==> src/rtl/core/mck_pkg.sv <==
// Package for the Morse character keyer: descriptor type, interval lengths, code lookup.
// No dependencies.
`timescale 1ns / 1ps
`default_nettype none

package mck_pkg;

    localparam int unsigned QUEUE_DEPTH_DEF = 2;

    localparam logic [2:0] DOT_UNITS        = 3'd1;
    localparam logic [2:0] DASH_UNITS       = 3'd3;
    localparam logic [2:0] SYMBOL_GAP_UNITS = 3'd1;
    localparam logic [2:0] LETTER_GAP_UNITS = 3'd2;
    localparam logic [2:0] WORD_GAP_UNITS   = 3'd6;

    localparam logic [7:0] CHAR_SPACE   = 8'h20;
    localparam logic [7:0] CHAR_LOWER_A = 8'h61;
    localparam logic [7:0] CHAR_LOWER_Z = 8'h7A;
    localparam logic [7:0] CASE_OFFSET  = 8'h20;

    // pat[0] is the first symbol sent, 1 = dash
    typedef struct packed {
        logic       space;
        logic [2:0] len;
        logic [4:0] pat;
    } mck_desc_t;

    function automatic mck_desc_t mck_classify(input logic [7:0] code);
        logic [7:0] uc;
        mck_desc_t  d;
        uc = ((code >= CHAR_LOWER_A) && (code <= CHAR_LOWER_Z)) ? (code - CASE_OFFSET) : code;
        d.space = (code == CHAR_SPACE);
        d.len   = 3'd0;
        d.pat   = 5'b00000;
        unique case (uc)
            8'h41: begin d.len = 3'd2; d.pat = 5'b00010; end // A
            8'h42: begin d.len = 3'd4; d.pat = 5'b00001; end // B
            8'h43: begin d.len = 3'd4; d.pat = 5'b00101; end // C
            8'h44: begin d.len = 3'd3; d.pat = 5'b00001; end // D
            8'h45: begin d.len = 3'd1; d.pat = 5'b00000; end // E
            8'h46: begin d.len = 3'd4; d.pat = 5'b00100; end // F
            8'h47: begin d.len = 3'd3; d.pat = 5'b00011; end // G
            8'h48: begin d.len = 3'd4; d.pat = 5'b00000; end // H
            8'h49: begin d.len = 3'd2; d.pat = 5'b00000; end // I
            8'h4A: begin d.len = 3'd4; d.pat = 5'b01110; end // J
            8'h4B: begin d.len = 3'd3; d.pat = 5'b00101; end // K
            8'h4C: begin d.len = 3'd4; d.pat = 5'b00010; end // L
            8'h4D: begin d.len = 3'd2; d.pat = 5'b00011; end // M
            8'h4E: begin d.len = 3'd2; d.pat = 5'b00001; end // N
            8'h4F: begin d.len = 3'd3; d.pat = 5'b00111; end // O
            8'h50: begin d.len = 3'd4; d.pat = 5'b00110; end // P
            8'h51: begin d.len = 3'd4; d.pat = 5'b01011; end // Q
            8'h52: begin d.len = 3'd3; d.pat = 5'b00010; end // R
            8'h53: begin d.len = 3'd3; d.pat = 5'b00000; end // S
            8'h54: begin d.len = 3'd1; d.pat = 5'b00001; end // T
            8'h55: begin d.len = 3'd3; d.pat = 5'b00100; end // U
            8'h56: begin d.len = 3'd4; d.pat = 5'b01000; end // V
            8'h57: begin d.len = 3'd3; d.pat = 5'b00110; end // W
            8'h58: begin d.len = 3'd4; d.pat = 5'b01001; end // X
            8'h59: begin d.len = 3'd4; d.pat = 5'b01101; end // Y
            8'h5A: begin d.len = 3'd4; d.pat = 5'b00011; end // Z
            8'h30: begin d.len = 3'd5; d.pat = 5'b11111; end // 0
            8'h31: begin d.len = 3'd5; d.pat = 5'b11110; end // 1
            8'h32: begin d.len = 3'd5; d.pat = 5'b11100; end // 2
            8'h33: begin d.len = 3'd5; d.pat = 5'b11000; end // 3
            8'h34: begin d.len = 3'd5; d.pat = 5'b10000; end // 4
            8'h35: begin d.len = 3'd5; d.pat = 5'b00000; end // 5
            8'h36: begin d.len = 3'd5; d.pat = 5'b00001; end // 6
            8'h37: begin d.len = 3'd5; d.pat = 5'b00011; end // 7
            8'h38: begin d.len = 3'd5; d.pat = 5'b00111; end // 8
            8'h39: begin d.len = 3'd5; d.pat = 5'b01111; end // 9
            default: begin d.len = 3'd0; d.pat = 5'b00000; end
        endcase
        return d;
    endfunction

endpackage

`default_nettype wire

==> src/rtl/core/morse_character_keyer_top.sv <==
// Top level of the Morse character keyer: front classifier, descriptor queue, interval sequencer.
// Depends on mck_pkg, mck_front, mck_queue, mck_back.
//
//  channel | direction | ports                                     | one item
//  s_      | in        | s_valid s_ready s_char_code               | one character
//  m_      | out       | m_valid m_ready m_key_level               | one keying interval
//          |           | m_duration_units m_last_interval          |
//
// A character of n symbols gives 2n+1 intervals, one per unstalled cycle from the sequencer.
// Space and unknown codes give one interval. A character passes front, queue and sequencer registers.
// The front takes a character every cycle while the queue (QUEUE_DEPTH entries) has room.
// Synchronous active-low reset empties all stages; either side may stall at any time.
`timescale 1ns / 1ps
`default_nettype none

module morse_character_keyer_top #(
    parameter int unsigned QUEUE_DEPTH = mck_pkg::QUEUE_DEPTH_DEF
) (
    input  wire logic       aclk,
    input  wire logic       aresetn,
    input  wire logic       s_valid,
    output logic            s_ready,
    input  wire logic [7:0] s_char_code,
    output logic            m_valid,
    input  wire logic       m_ready,
    output logic            m_key_level,
    output logic [2:0]      m_duration_units,
    output logic            m_last_interval
);

    logic               push_valid;
    logic               push_ready;
    mck_pkg::mck_desc_t push_desc;
    logic               pop_valid;
    logic               pop_ready;
    mck_pkg::mck_desc_t pop_desc;

    mck_front u_front (
        .aclk        (aclk),
        .aresetn     (aresetn),
        .s_valid     (s_valid),
        .s_ready     (s_ready),
        .s_char_code (s_char_code),
        .push_valid  (push_valid),
        .push_ready  (push_ready),
        .push_desc   (push_desc)
    );

    mck_queue #(
        .DEPTH (QUEUE_DEPTH)
    ) u_queue (
        .aclk     (aclk),
        .aresetn  (aresetn),
        .wr_valid (push_valid),
        .wr_ready (push_ready),
        .wr_data  (push_desc),
        .rd_valid (pop_valid),
        .rd_ready (pop_ready),
        .rd_data  (pop_desc)
    );

    mck_back u_back (
        .aclk             (aclk),
        .aresetn          (aresetn),
        .pop_valid        (pop_valid),
        .pop_ready        (pop_ready),
        .pop_desc         (pop_desc),
        .m_valid          (m_valid),
        .m_ready          (m_ready),
        .m_key_level      (m_key_level),
        .m_duration_units (m_duration_units),
        .m_last_interval  (m_last_interval)
    );

endmodule

`default_nettype wire

==> src/rtl/core/mck_front.sv <==
// Front stage: accepts character items, classifies them into descriptors, one register stage.
// Depends on mck_pkg.
`timescale 1ns / 1ps
`default_nettype none

module mck_front (
    input  wire logic              aclk,
    input  wire logic              aresetn,
    input  wire logic              s_valid,
    output logic                   s_ready,
    input  wire logic [7:0]        s_char_code,
    output logic                   push_valid,
    input  wire logic              push_ready,
    output mck_pkg::mck_desc_t     push_desc
);

    logic               valid_reg;
    logic               valid_next;
    mck_pkg::mck_desc_t desc_reg;
    mck_pkg::mck_desc_t desc_next;
    logic               take;

    assign s_ready    = !valid_reg || push_ready;
    assign take       = s_valid && s_ready;
    assign push_valid = valid_reg;
    assign push_desc  = desc_reg;

    always_comb begin
        valid_next = valid_reg;
        desc_next  = desc_reg;
        if (take) begin
            valid_next = 1'b1;
            desc_next  = mck_pkg::mck_classify(s_char_code);
        end else if (push_ready) begin
            valid_next = 1'b0;
        end
    end

    always_ff @(posedge aclk) begin
        if (!aresetn) begin
            valid_reg <= 1'b0;
        end else begin
            valid_reg <= valid_next;
        end
    end

    always_ff @(posedge aclk) begin
        desc_reg <= desc_next;
    end

endmodule

`default_nettype wire

==> src/rtl/core/mck_queue.sv <==
// Descriptor queue between front and back stages, first in first out.
// Depends on mck_pkg.
`timescale 1ns / 1ps
`default_nettype none

module mck_queue #(
    parameter int unsigned DEPTH = mck_pkg::QUEUE_DEPTH_DEF
) (
    input  wire logic                aclk,
    input  wire logic                aresetn,
    input  wire logic                wr_valid,
    output logic                     wr_ready,
    input  wire mck_pkg::mck_desc_t  wr_data,
    output logic                     rd_valid,
    input  wire logic                rd_ready,
    output mck_pkg::mck_desc_t       rd_data
);

    localparam int unsigned PTR_W = (DEPTH > 1) ? $clog2(DEPTH) : 1;
    localparam int unsigned CNT_W = $clog2(DEPTH + 1);

    mck_pkg::mck_desc_t mem [DEPTH];
    logic [PTR_W-1:0]   wr_ptr_reg, wr_ptr_next;
    logic [PTR_W-1:0]   rd_ptr_reg, rd_ptr_next;
    logic [CNT_W-1:0]   count_reg, count_next;
    logic               wr_fire;
    logic               rd_fire;

    assign wr_ready = (count_reg != CNT_W'(DEPTH));
    assign rd_valid = (count_reg != '0);
    assign wr_fire  = wr_valid && wr_ready;
    assign rd_fire  = rd_valid && rd_ready;
    assign rd_data  = mem[rd_ptr_reg];

    always_comb begin
        wr_ptr_next = wr_ptr_reg;
        rd_ptr_next = rd_ptr_reg;
        count_next  = count_reg;
        if (wr_fire) begin
            wr_ptr_next = (wr_ptr_reg == PTR_W'(DEPTH - 1)) ? '0 : wr_ptr_reg + PTR_W'(1);
        end
        if (rd_fire) begin
            rd_ptr_next = (rd_ptr_reg == PTR_W'(DEPTH - 1)) ? '0 : rd_ptr_reg + PTR_W'(1);
        end
        if (wr_fire && !rd_fire) begin
            count_next = count_reg + CNT_W'(1);
        end else if (rd_fire && !wr_fire) begin
            count_next = count_reg - CNT_W'(1);
        end
    end

    always_ff @(posedge aclk) begin
        if (!aresetn) begin
            wr_ptr_reg <= '0;
            rd_ptr_reg <= '0;
            count_reg  <= '0;
        end else begin
            wr_ptr_reg <= wr_ptr_next;
            rd_ptr_reg <= rd_ptr_next;
            count_reg  <= count_next;
        end
    end

    always_ff @(posedge aclk) begin
        if (wr_fire) begin
            mem[wr_ptr_reg] <= wr_data;
        end
    end

endmodule

`default_nettype wire

==> src/rtl/core/mck_back.sv <==
// Back stage: walks a descriptor into an output register, one interval per unstalled cycle.
// Depends on mck_pkg.
`timescale 1ns / 1ps
`default_nettype none

module mck_back (
    input  wire logic                aclk,
    input  wire logic                aresetn,
    input  wire logic                pop_valid,
    output logic                     pop_ready,
    input  wire mck_pkg::mck_desc_t  pop_desc,
    output logic                     m_valid,
    input  wire logic                m_ready,
    output logic                     m_key_level,
    output logic [2:0]               m_duration_units,
    output logic                     m_last_interval
);

    logic       cur_valid_reg, cur_valid_next;
    logic       space_reg, space_next;
    logic [2:0] rem_reg, rem_next;
    logic [4:0] pat_reg, pat_next;
    logic       gap_reg, gap_next;

    logic       m_valid_reg, m_valid_next;
    logic       level_reg, level_next;
    logic [2:0] units_reg, units_next;
    logic       last_reg, last_next;

    logic       adv;
    logic       emit;
    logic       done;
    logic       iv_level;
    logic [2:0] iv_units;
    logic       iv_last;

    assign adv       = !m_valid_reg || m_ready;
    assign emit      = adv && cur_valid_reg;
    assign done      = space_reg || (rem_reg == 3'd0);
    assign pop_ready = !cur_valid_reg || (emit && done);

    assign m_valid          = m_valid_reg;
    assign m_key_level      = level_reg;
    assign m_duration_units = units_reg;
    assign m_last_interval  = last_reg;

    // interval for the current position
    always_comb begin
        if (space_reg) begin
            iv_level = 1'b0;
            iv_units = mck_pkg::WORD_GAP_UNITS;
            iv_last  = 1'b1;
        end else if (rem_reg == 3'd0) begin
            iv_level = 1'b0;
            iv_units = mck_pkg::LETTER_GAP_UNITS;
            iv_last  = 1'b1;
        end else if (!gap_reg) begin
            iv_level = 1'b1;
            iv_units = pat_reg[0] ? mck_pkg::DASH_UNITS : mck_pkg::DOT_UNITS;
            iv_last  = 1'b0;
        end else begin
            iv_level = 1'b0;
            iv_units = mck_pkg::SYMBOL_GAP_UNITS;
            iv_last  = 1'b0;
        end
    end

    always_comb begin
        cur_valid_next = cur_valid_reg;
        space_next     = space_reg;
        rem_next       = rem_reg;
        pat_next       = pat_reg;
        gap_next       = gap_reg;
        m_valid_next   = m_valid_reg;
        level_next     = level_reg;
        units_next     = units_reg;
        last_next      = last_reg;

        if (emit) begin
            m_valid_next = 1'b1;
            level_next   = iv_level;
            units_next   = iv_units;
            last_next    = iv_last;
            if (done) begin
                cur_valid_next = 1'b0;
            end else if (!gap_reg) begin
                gap_next = 1'b1;
            end else begin
                gap_next = 1'b0;
                rem_next = rem_reg - 3'd1;
                pat_next = {1'b0, pat_reg[4:1]};
            end
        end else if (adv) begin
            m_valid_next = 1'b0;
        end

        if (pop_valid && pop_ready) begin
            cur_valid_next = 1'b1;
            space_next     = pop_desc.space;
            rem_next       = pop_desc.len;
            pat_next       = pop_desc.pat;
            gap_next       = 1'b0;
        end
    end

    always_ff @(posedge aclk) begin
        if (!aresetn) begin
            cur_valid_reg <= 1'b0;
            m_valid_reg   <= 1'b0;
        end else begin
            cur_valid_reg <= cur_valid_next;
            m_valid_reg   <= m_valid_next;
        end
    end

    always_ff @(posedge aclk) begin
        space_reg <= space_next;
        rem_reg   <= rem_next;
        pat_reg   <= pat_next;
        gap_reg   <= gap_next;
        level_reg <= level_next;
        units_reg <= units_next;
        last_reg  <= last_next;
    end

endmodule

`default_nettype wire

==> config.mk <==
export PLATFORM = sky130hd
export DESIGN_NAME = morse_character_keyer_top
export DESIGN_NICKNAME = d
export VERILOG_FILES = /design/src/rtl/core/mck_pkg.sv /design/src/rtl/core/morse_character_keyer_top.sv /design/src/rtl/core/mck_front.sv /design/src/rtl/core/mck_queue.sv /design/src/rtl/core/mck_back.sv
export SDC_FILE = /design/constraint.sdc
export NUM_CORES = 1
export LEC_CHECK = 0
export ABC_AREA = 0
export BUFFER_PORTS_ARGS = -buffer_cell sky130_fd_sc_hd__buf_2
export CAP_MARGIN = 15
export CORE_MARGIN = 8
export CORE_UTILIZATION = 35
export DETAILED_ROUTE_END_ITERATION = 8
export RECOVER_POWER = 25
export SLEW_MARGIN = 15
export SYNTH_ARGS = -nofsm -noshare
export SYNTH_HDL_FRONTEND = slang
export SYNTH_SLANG_ARGS = --single-unit
==> constraint.sdc <==
create_clock -name aclk -period 5.9 [get_ports aclk]
set_input_delay 0.885 -clock aclk [delete_from_list [all_inputs] [get_ports aclk]]
set_output_delay 0.885 -clock aclk [all_outputs]
set_load 0.05 [all_outputs]
==> results.py, run 1 <==
metrics = {
    "status": {
        "outcome": "finished, final reports clean",
    },
    "global_route": {
        "grt-busiest-layer": "met2",
        "globalRoute.totalOverflow": 0,
        "groute.layer.met3.usage_pct": 1.84,
        "grt.total_usage_pct": 8.57,
        "number_of_antenna_violations_at_the_first_check_in_global_routing": 0,
        "met2_usage_pct": 14.7,
        "first_global_vias": 1552,
        "first_pass_grt_wire_length_um": 7120,
        "grt_start_max_net_pins": 26,
        "grtUsageMet1_pct": 9.74,
    },
    "clock_tree": {
        "tritoncts.num_buffers": 5,
        "cts.repair.resized": 0,
        "tritoncts": "built",
        "cts_hold_repair.buffers": 0,
        "clock_insertion_delay_worst_skew_ps": 290,
        "clk_pin_slew_worst_paths_ps": 80,
        "clock_tree.htree_level_count": 2,
        "cts.sinks": 50,
        "cts_buffer_depth": 2,
        "cts_setup_buffers": 0,
        "ctsRootBufferMaster": "sky130_fd_sc_hd__clkbuf_8",
    },
    "final_layout": {
        "layout.core_utilization_pct": 39.0,
        "area_growth_pct": 8.23,
        "multi_input_area_sq_mm": 0.00105,
        "num-fill-cells": 730,
        "antennaDiodeCount": 0,
        "largest_register_ff_count": 18,
        "final_area_sq_mm": 0.00281,
        "layout-drive-gt1-share_pct": 13.5,
        "area.sequential_sq_mm": 0.00141,
        "final_nets": 267,
    },
    "power": {
        "peakVddDrop_uv": 129,
        "switching_share_pct": 33.1,
        "internal_power_w": 0.000699,
        "p_seq_share_pct": 52.0,
        "pwr-share-clk_pct": 17.4,
        "power_density_mw_per_mm2": 372,
        "leakage_nw": 1.07,
        "combinationalPowerShare_pct": 30.6,
        "switching_power_w": 0.000347,
    },
    "synthesis": {
        "syn_area_per_cell_sq_um": 11.4,
        "yosys_warnings": 0,
        "synth_enable_flop_cells": 41,
        "synth-async-reset-ratio_pct": 0,
        "post_synth_inst_count": 229,
        "flops_latches_synth": 50,
        "dominantRegCellSynth": "sky130_fd_sc_hd__edfxtp_1",
        "post_synth_num_cell_types": 50,
        "syn_nets": 253,
        "ys_seq_area_share_pct": 54.3,
        "syn-cell-area_sq_mm": 0.00260,
    },
    "sta": {
        "skew_ps": 3.06,
        "max_slew.worst_pin.slew_ps": 804,
        "report.final.setup_viol": 0,
        "fmax_ghz": 0.413,
        "drv_slew": 0,
        "rsz_0062_raised_after_global_routing": "no",
        "shortest_period_the_worst_path_allows_ps": 2420,
        "final.setup.tns_ps": 0,
        "slew_headroom_pct": 46.2,
        "hold_viol_final": 0,
        "period_share_pct": 41.1,
    },
    "route": {
        "dr.first_iter.drc_count": 109,
        "routed_wire_length_per_instance_um": 12.5,
        "detailedRoute.firstPassIterationCount": 4,
        "route.antenna.remaining_nets": 0,
        "routed_wirelength_um": 4280,
        "num_vias": 1654,
        "drcViolationCount": 0,
        "route.detailed.vias_per_inst": 4.82,
    },
    "floorplan": {
        "ioPinCount": 19,
        "die_y_um": 102,
        "initial_core_util_pct": 36.0,
        "core_sq_mm": 0.00721,
        "placementRows": 31,
        "die_span_in_x_um": 102,
        "total_die_area_sq_mm": 0.0104,
    },
    "setup_path": {
        "required_ps": 6120,
        "critPathCaptureType": "flop",
        "r2r.worst_path.cells": 9,
        "start_kind": "flop",
        "cp_max_fo": 19,
        "rrSetupSlack_ps": 3480,
        "crit_path_start": "u_back.rem_reg[0]",
        "worst-endpoint-arrival_ps": 2640,
        "setup.worst_path.end": "u_queue.count_reg[1]",
        "r2r-end": "u_queue.count_reg[1]",
        "critical_path.reg2reg.startpoint": "u_back.rem_reg[0]",
        "criticalPathCategory": "reg -> reg",
    },
    "placed_design": {
        "dp_hpwl_um": 3100,
        "placement.io_buffers": 18,
        "post_dp_cell_area_sq_mm": 0.00273,
        "gpl.final_weighted_congestion": 0.812,
    },
    "job": {
        "cap_viol_max_count": 0,
    },
    "min_path": {
        "min-delay-path-class": "reg -> reg",
    },
}
power groups by stage:
stage | clock (W) | sequential, W | combinational [W]
2_1_floorplan | 0 | 0.000576 | 0.000235
3_3_place_gp | 0 | 0.000555 | 0.000318
3_5_place_dp | 0 | 0.000556 | 0.000323
4_1_cts | 0.000190 | 0.000547 | 0.000325
5_1_grt | 0.000202 | 0.000556 | 0.000362
6_report | 0.000182 | 0.000544 | 0.000320
synth_stat cells (2+ instances only):
cell	number	area, sq um
sky130_fd_sc_hd__a211oi_1	3	22.5
sky130_fd_sc_hd__nand4b_1	2	17.5
sky130_fd_sc_hd__inv_1	13	48.8
sky130_fd_sc_hd__o21a_1	4	30.0
sky130_fd_sc_hd__a21oi_1	13	65.1
sky130_fd_sc_hd__buf_2	3	15.0
sky130_fd_sc_hd__o211a_1	2	20.0
sky130_fd_sc_hd__ha_1	12	150
sky130_fd_sc_hd__nand3b_1	2	15.0
sky130_fd_sc_hd__a21boi_1	2	15.0
sky130_fd_sc_hd__xnor2_1	3	26.3
sky130_fd_sc_hd__nand2b_1	6	37.5
sky130_fd_sc_hd__nor4_1	2	12.5
sky130_fd_sc_hd__a21boi_0	4	30.0
sky130_fd_sc_hd__o21ai_0	17	85.1
sky130_fd_sc_hd__clkbuf_1	4	15.0
sky130_fd_sc_hd__buf_6	4	45.0
sky130_fd_sc_hd__o21ai_1	2	10.0
sky130_fd_sc_hd__nor2_2	3	18.8
sky130_fd_sc_hd__and2_1	5	31.3
sky130_fd_sc_hd__mux2i_1	9	90.1
sky130_fd_sc_hd__edfxtp_1	41	1230
sky130_fd_sc_hd__a21o_1	2	15.0
sky130_fd_sc_hd__nor2_1	12	45.0
sky130_fd_sc_hd__nand3_1	3	15.0
sky130_fd_sc_hd__nor2b_1	8	50.1
sky130_fd_sc_hd__dfxtp_1	9	180
sky130_fd_sc_hd__nand2_1	17	63.8
metal layers:
| metal | wire length (um) | part of all wire (%) |
|---|---|---|
| met4 | 106 | 2.5 |
| met5 | 0 | 0 |
| met3 | 173 | 4.0 |
| met1 | 1970 | 46 |
| met2 | 2020 | 47 |
cell families after synthesis:
logic type,count (synthesis),synth area share (%)
AND/OR/NAND/NOR,66,13.5
AO/OA/AOI/OAI,61,15.9
flip-flops,50,54.3
buffers and inverters,26,5.29
adder cells (fa/ha/maj),12,5.77
multiplexers,10,3.90
XOR/XNOR,4,1.35
how the worst min path moves through the flow:
stage	cells after the start	end	slack, ps	startpoint
3_5_place_dp	0	u_queue.mem[0][6]	430	u_front.push_desc[6]
5_1_grt	0	u_queue.mem[1][7]	460	u_front.push_desc[7]
2_1_floorplan	0	u_queue.mem[0][0]	420	u_front.push_desc[0]
6_report	0	u_queue.mem[0][8]	450	u_front.push_desc[8]
3_3_place_gp	0	u_queue.mem[0][8]	420	u_front.push_desc[8]
4_1_cts	0	u_queue.mem[0][6]	450	u_front.push_desc[6]
layout make-up:
class                      instances  area share (%)
clock buffer                       6            2.58
clock inverter                     2           0.311
inverter                          14            1.96
multi-input combinational        153            37.3
sequential                        50            50.2
tap                               99            4.40
timing repair buffer              19            3.33
through the flow:
step                      setup slack (ps)  instances  power, W  hold slack (ps)
final                                 3480        343   0.00105              449
after global routing                  3300        343   0.00112              465
after CTS                             3340        342   0.00106              450
after detailed placement              3020        334  0.000879              431
after global placement                3090        334  0.000872              424
after floorplan                       3490        229  0.000811              421
layout by cell type, fill, tap and decap left out, types with 3 or more instances in the layout:
| master | n |
|---|---|
| sky130_fd_sc_hd__nor2b_1 | 8 |
| sky130_fd_sc_hd__buf_2 | 18 |
| sky130_fd_sc_hd__clkbuf_8 | 5 |
| sky130_fd_sc_hd__o21ai_0 | 17 |
| sky130_fd_sc_hd__a211oi_1 | 3 |
| sky130_fd_sc_hd__inv_1 | 13 |
| sky130_fd_sc_hd__nand3_1 | 3 |
| sky130_fd_sc_hd__a21boi_0 | 4 |
| sky130_fd_sc_hd__a21oi_1 | 13 |
| sky130_fd_sc_hd__xnor2_1 | 3 |
| sky130_fd_sc_hd__nand2b_1 | 6 |
| sky130_fd_sc_hd__edfxtp_1 | 41 |
| sky130_fd_sc_hd__ha_1 | 12 |
| sky130_fd_sc_hd__nor2_1 | 13 |
| sky130_fd_sc_hd__mux2i_1 | 9 |
| sky130_fd_sc_hd__o21a_1 | 4 |
| sky130_fd_sc_hd__nand2_1 | 17 |
| sky130_fd_sc_hd__and2_1 | 5 |
| sky130_fd_sc_hd__dfxtp_1 | 9 |
critical path: stages, from the launching register on:
cell,delay (ps)
sky130_fd_sc_hd__edfxtp_1,360
sky130_fd_sc_hd__inv_1,50
sky130_fd_sc_hd__ha_1,190
sky130_fd_sc_hd__ha_1,200
sky130_fd_sc_hd__nor2_1,220
sky130_fd_sc_hd__o21ai_1,140
sky130_fd_sc_hd__o21ai_2,290
sky130_fd_sc_hd__ha_1,390
sky130_fd_sc_hd__or3_1,340
sky130_fd_sc_hd__a21boi_0,170
Note: power is estimated with default switching activity, not from simulation.
==> inputs of run 2 (changes only) <==
- clock period: 5.9 -> 2.1 ns (I/O delays scaled with it)
==> run 2 against run 1 <==
  * Register-to-register slack worse by 3300 ps
  * Combinational power rose to 3.1 times the previous value
  * Sequential share of layout area shrank 1.0 points
  * Sequential cell count is the same
  * Utilization rose by 0.82 points
  * First-iteration DRC count increased by 31%
  * Final area up 2.1%
  * Largest cell class unchanged
  * Highest routed layer unchanged
==> results.py, run 2 (synthesis results as in run 1) <==
metrics = {
    "sta": {
        "report.final.setup_viol": 0,
        "period_share_pct": 90.5,
        "max_slew.worst_pin.slew_ps": 1090,
        "fmax_ghz": 0.526,
        "drv_slew": 0,
        "holdWs_ps": 259,
        "post-route-worst-setup-slack_ps": 200,
        "hold_viol_final": 0,
        "rsz_0062_raised_after_global_routing": "no",
        "skew_ps": 6.04,
        "shortest_period_the_worst_path_allows_ps": 1900,
        "slew_headroom_pct": 27.1,
    },
    "setup_path": {
        "criticalPathCategory": "reg -> reg",
        "setup.worst_path.end": "u_queue.count_reg[1]",
        "r2r.worst_path.cells": 10,
        "cp_max_fo": 2,
        "rrSetupSlack_ps": 200,
        "r2r-end": "u_queue.count_reg[1]",
        "critical_path.reg2reg.startpoint": "u_back.rem_reg[0]",
        "critPathCaptureType": "flop",
        "crit_path_start": "u_back.rem_reg[0]",
        "required_ps": 2330,
        "worst-endpoint-arrival_ps": 2130,
        "start_kind": "flop",
    },
    "final_layout": {
        "area_growth_pct": 10.5,
        "final_cell_count_no_fill": 347,
        "layout.cells.most_common_list": "sky130_fd_sc_hd__edfxtp_1 (41), sky130_fd_sc_hd__nand2_1 (17), sky130_fd_sc_hd__buf_2 (17)",
        "layout-drive-gt1-share_pct": 16.5,
        "final_nets": 271,
        "largest_register_ff_count": 18,
        "final_common_cell": "sky130_fd_sc_hd__edfxtp_1",
        "num-fill-cells": 722,
        "antennaDiodeCount": 0,
    },
    "global_route": {
        "first_global_vias": 1624,
        "first_pass_grt_wire_length_um": 7470,
        "grt.total_usage_pct": 9.00,
        "grt_start_max_net_pins": 26,
        "globalRoute.totalOverflow": 0,
        "number_of_antenna_violations_at_the_first_check_in_global_routing": 0,
    },
    "clock_tree": {
        "cts_buffer_depth": 2,
        "cts_setup_buffers": 0,
        "clock_insertion_delay_worst_skew_ps": 300,
        "ctsRootBufferMaster": "sky130_fd_sc_hd__clkbuf_8",
        "clock_tree.htree_level_count": 2,
        "clk_pin_slew_worst_paths_ps": 90,
        "cts.sinks": 50,
        "tritoncts.num_buffers": 5,
        "tritoncts": "built",
    },
    "status": {
        "outcome": "finished, final reports clean",
    },
    "route": {
        "detailedRoute.firstPassIterationCount": 4,
        "route.detailed.vias_per_inst": 4.85,
        "routed_wire_length_per_instance_um": 13.0,
        "routed_wirelength_um": 4530,
        "num_vias": 1683,
        "dr.first_iter.drc_count": 143,
        "drcViolationCount": 0,
        "route.antenna.remaining_nets": 0,
    },
    "floorplan": {
        "core_sq_mm": 0.00721,
        "die_span_in_x_um": 102,
        "ioPinCount": 19,
        "die_y_um": 102,
        "total_die_area_sq_mm": 0.0104,
        "placementRows": 31,
        "initial_core_util_pct": 36.0,
    },
    "power": {
        "power_density_mw_per_mm2": 1070,
        "p_total_w": 0.00308,
        "peakVddDrop_uv": 336,
        "leakage_nw": 1.08,
    },
    "placed_design": {
        "gpl.final_weighted_congestion": 0.898,
        "dp_hpwl_um": 3290,
        "dp_slack_ps": 132,
        "placed_cells_incl_taps": 339,
        "placement.io_buffers": 18,
    },
    "min_path": {
        "launch_instance_of_the_worst_min_delay_path": "s_valid",
        "min-delay-path-class": "in -> reg",
    },
    "job": {
        "cap_viol_max_count": 0,
    },
}
-- run 2: cell count changes in the layout (fill, tap and decap cells not counted) --
| cell | delta |
|---|---|
| sky130_fd_sc_hd__clkinvlp_4 | +1 |
| sky130_fd_sc_hd__buf_4 | +5 |
| sky130_fd_sc_hd__ha_4 | +1 |
| sky130_fd_sc_hd__clkinv_2 | -1 |
| sky130_fd_sc_hd__ha_1 | -1 |
| sky130_fd_sc_hd__inv_6 | +1 |
| sky130_fd_sc_hd__nor2_2 | +1 |
| sky130_fd_sc_hd__o21ai_0 | -1 |
| sky130_fd_sc_hd__o21ai_2 | +1 |
| sky130_fd_sc_hd__clkbuf_1 | -1 |
| sky130_fd_sc_hd__nor2_1 | -1 |
| sky130_fd_sc_hd__buf_2 | -1 |
-- run 2: worst min-delay path by stage --
| stage | slack (ps) | cells after the start | to |
|---|---|---|---|
| 5_1_grt | 270 | 3 | u_front.push_valid |
| 2_1_floorplan | 420 | 0 | u_queue.mem[0][0] |
| 3_3_place_gp | 420 | 0 | u_queue.mem[1][4] |
| 6_report | 260 | 3 | u_front.push_valid |
| 3_5_place_dp | 430 | 0 | u_queue.mem[0][0] |
| 4_1_cts | 250 | 3 | u_front.push_valid |
-- run 2: worst max-delay path, cell delays in order, from the launching register on --
cell	delay [ps]
sky130_fd_sc_hd__edfxtp_1	400
sky130_fd_sc_hd__inv_1	70
sky130_fd_sc_hd__ha_1	140
sky130_fd_sc_hd__ha_1	160
sky130_fd_sc_hd__nor2_2	50
sky130_fd_sc_hd__o21ai_2	150
sky130_fd_sc_hd__o21ai_2	90
sky130_fd_sc_hd__ha_4	160
sky130_fd_sc_hd__xor2_1	140
sky130_fd_sc_hd__or3_1	300
sky130_fd_sc_hd__a21boi_0	160
-- run 2: layout make-up --
cell class | instances | area (sq um) | share of cell area [%]
multi-input cells | 153 | 1070 | 37.2
flip-flops and latches | 50 | 1410 | 49.1
clock inverters | 3 | 20.0 | 0.697
inverters | 14 | 55.1 | 1.92
clock buffers | 5 | 68.8 | 2.40
repair buffers | 23 | 126 | 4.40
well taps | 99 | 124 | 4.31
-- run 2: metal layers --
layer	GRT usage, %	vias up	wire [um]
li1	-	863	-
met4	4.85	0	85
met2	15.5	31	2250
met3	1.57	4	132
met5	0	-	0
met1	10.4	785	2060
-- run 2: metrics by stage --
| step | TNS (ps) | utilization, % | area (sq um) |
|---|---|---|---|
| after global placement | 0 | 38.4 | 2770 |
| after floorplan | -35.3 | - | 2600 |
| after CTS | 0 | 39.6 | 2860 |
| after global routing | 0 | 39.8 | 2870 |
| after detailed placement | 0 | 38.4 | 2770 |
| final | 0 | 39.8 | 2870 |
-- run 2: where the power goes --
| part | leakage [nW] | total [W] | switching (W) | internal (W) |
|---|---|---|---|---|
| combinational | 0.577 | 0.000992 | 0.000597 | 0.000395 |
| clock | 0.0422 | 0.000555 | 0.000320 | 0.000235 |
| sequential | 0.466 | 0.00153 | 0.000131 | 0.00140 |
-- run 2: repair_timing --
item / 4_1_cts / 5_1_grt
setup endpoints to repair: 0 / 1
hold buffers: 0 / 0
gates resized for setup: 0 / 2
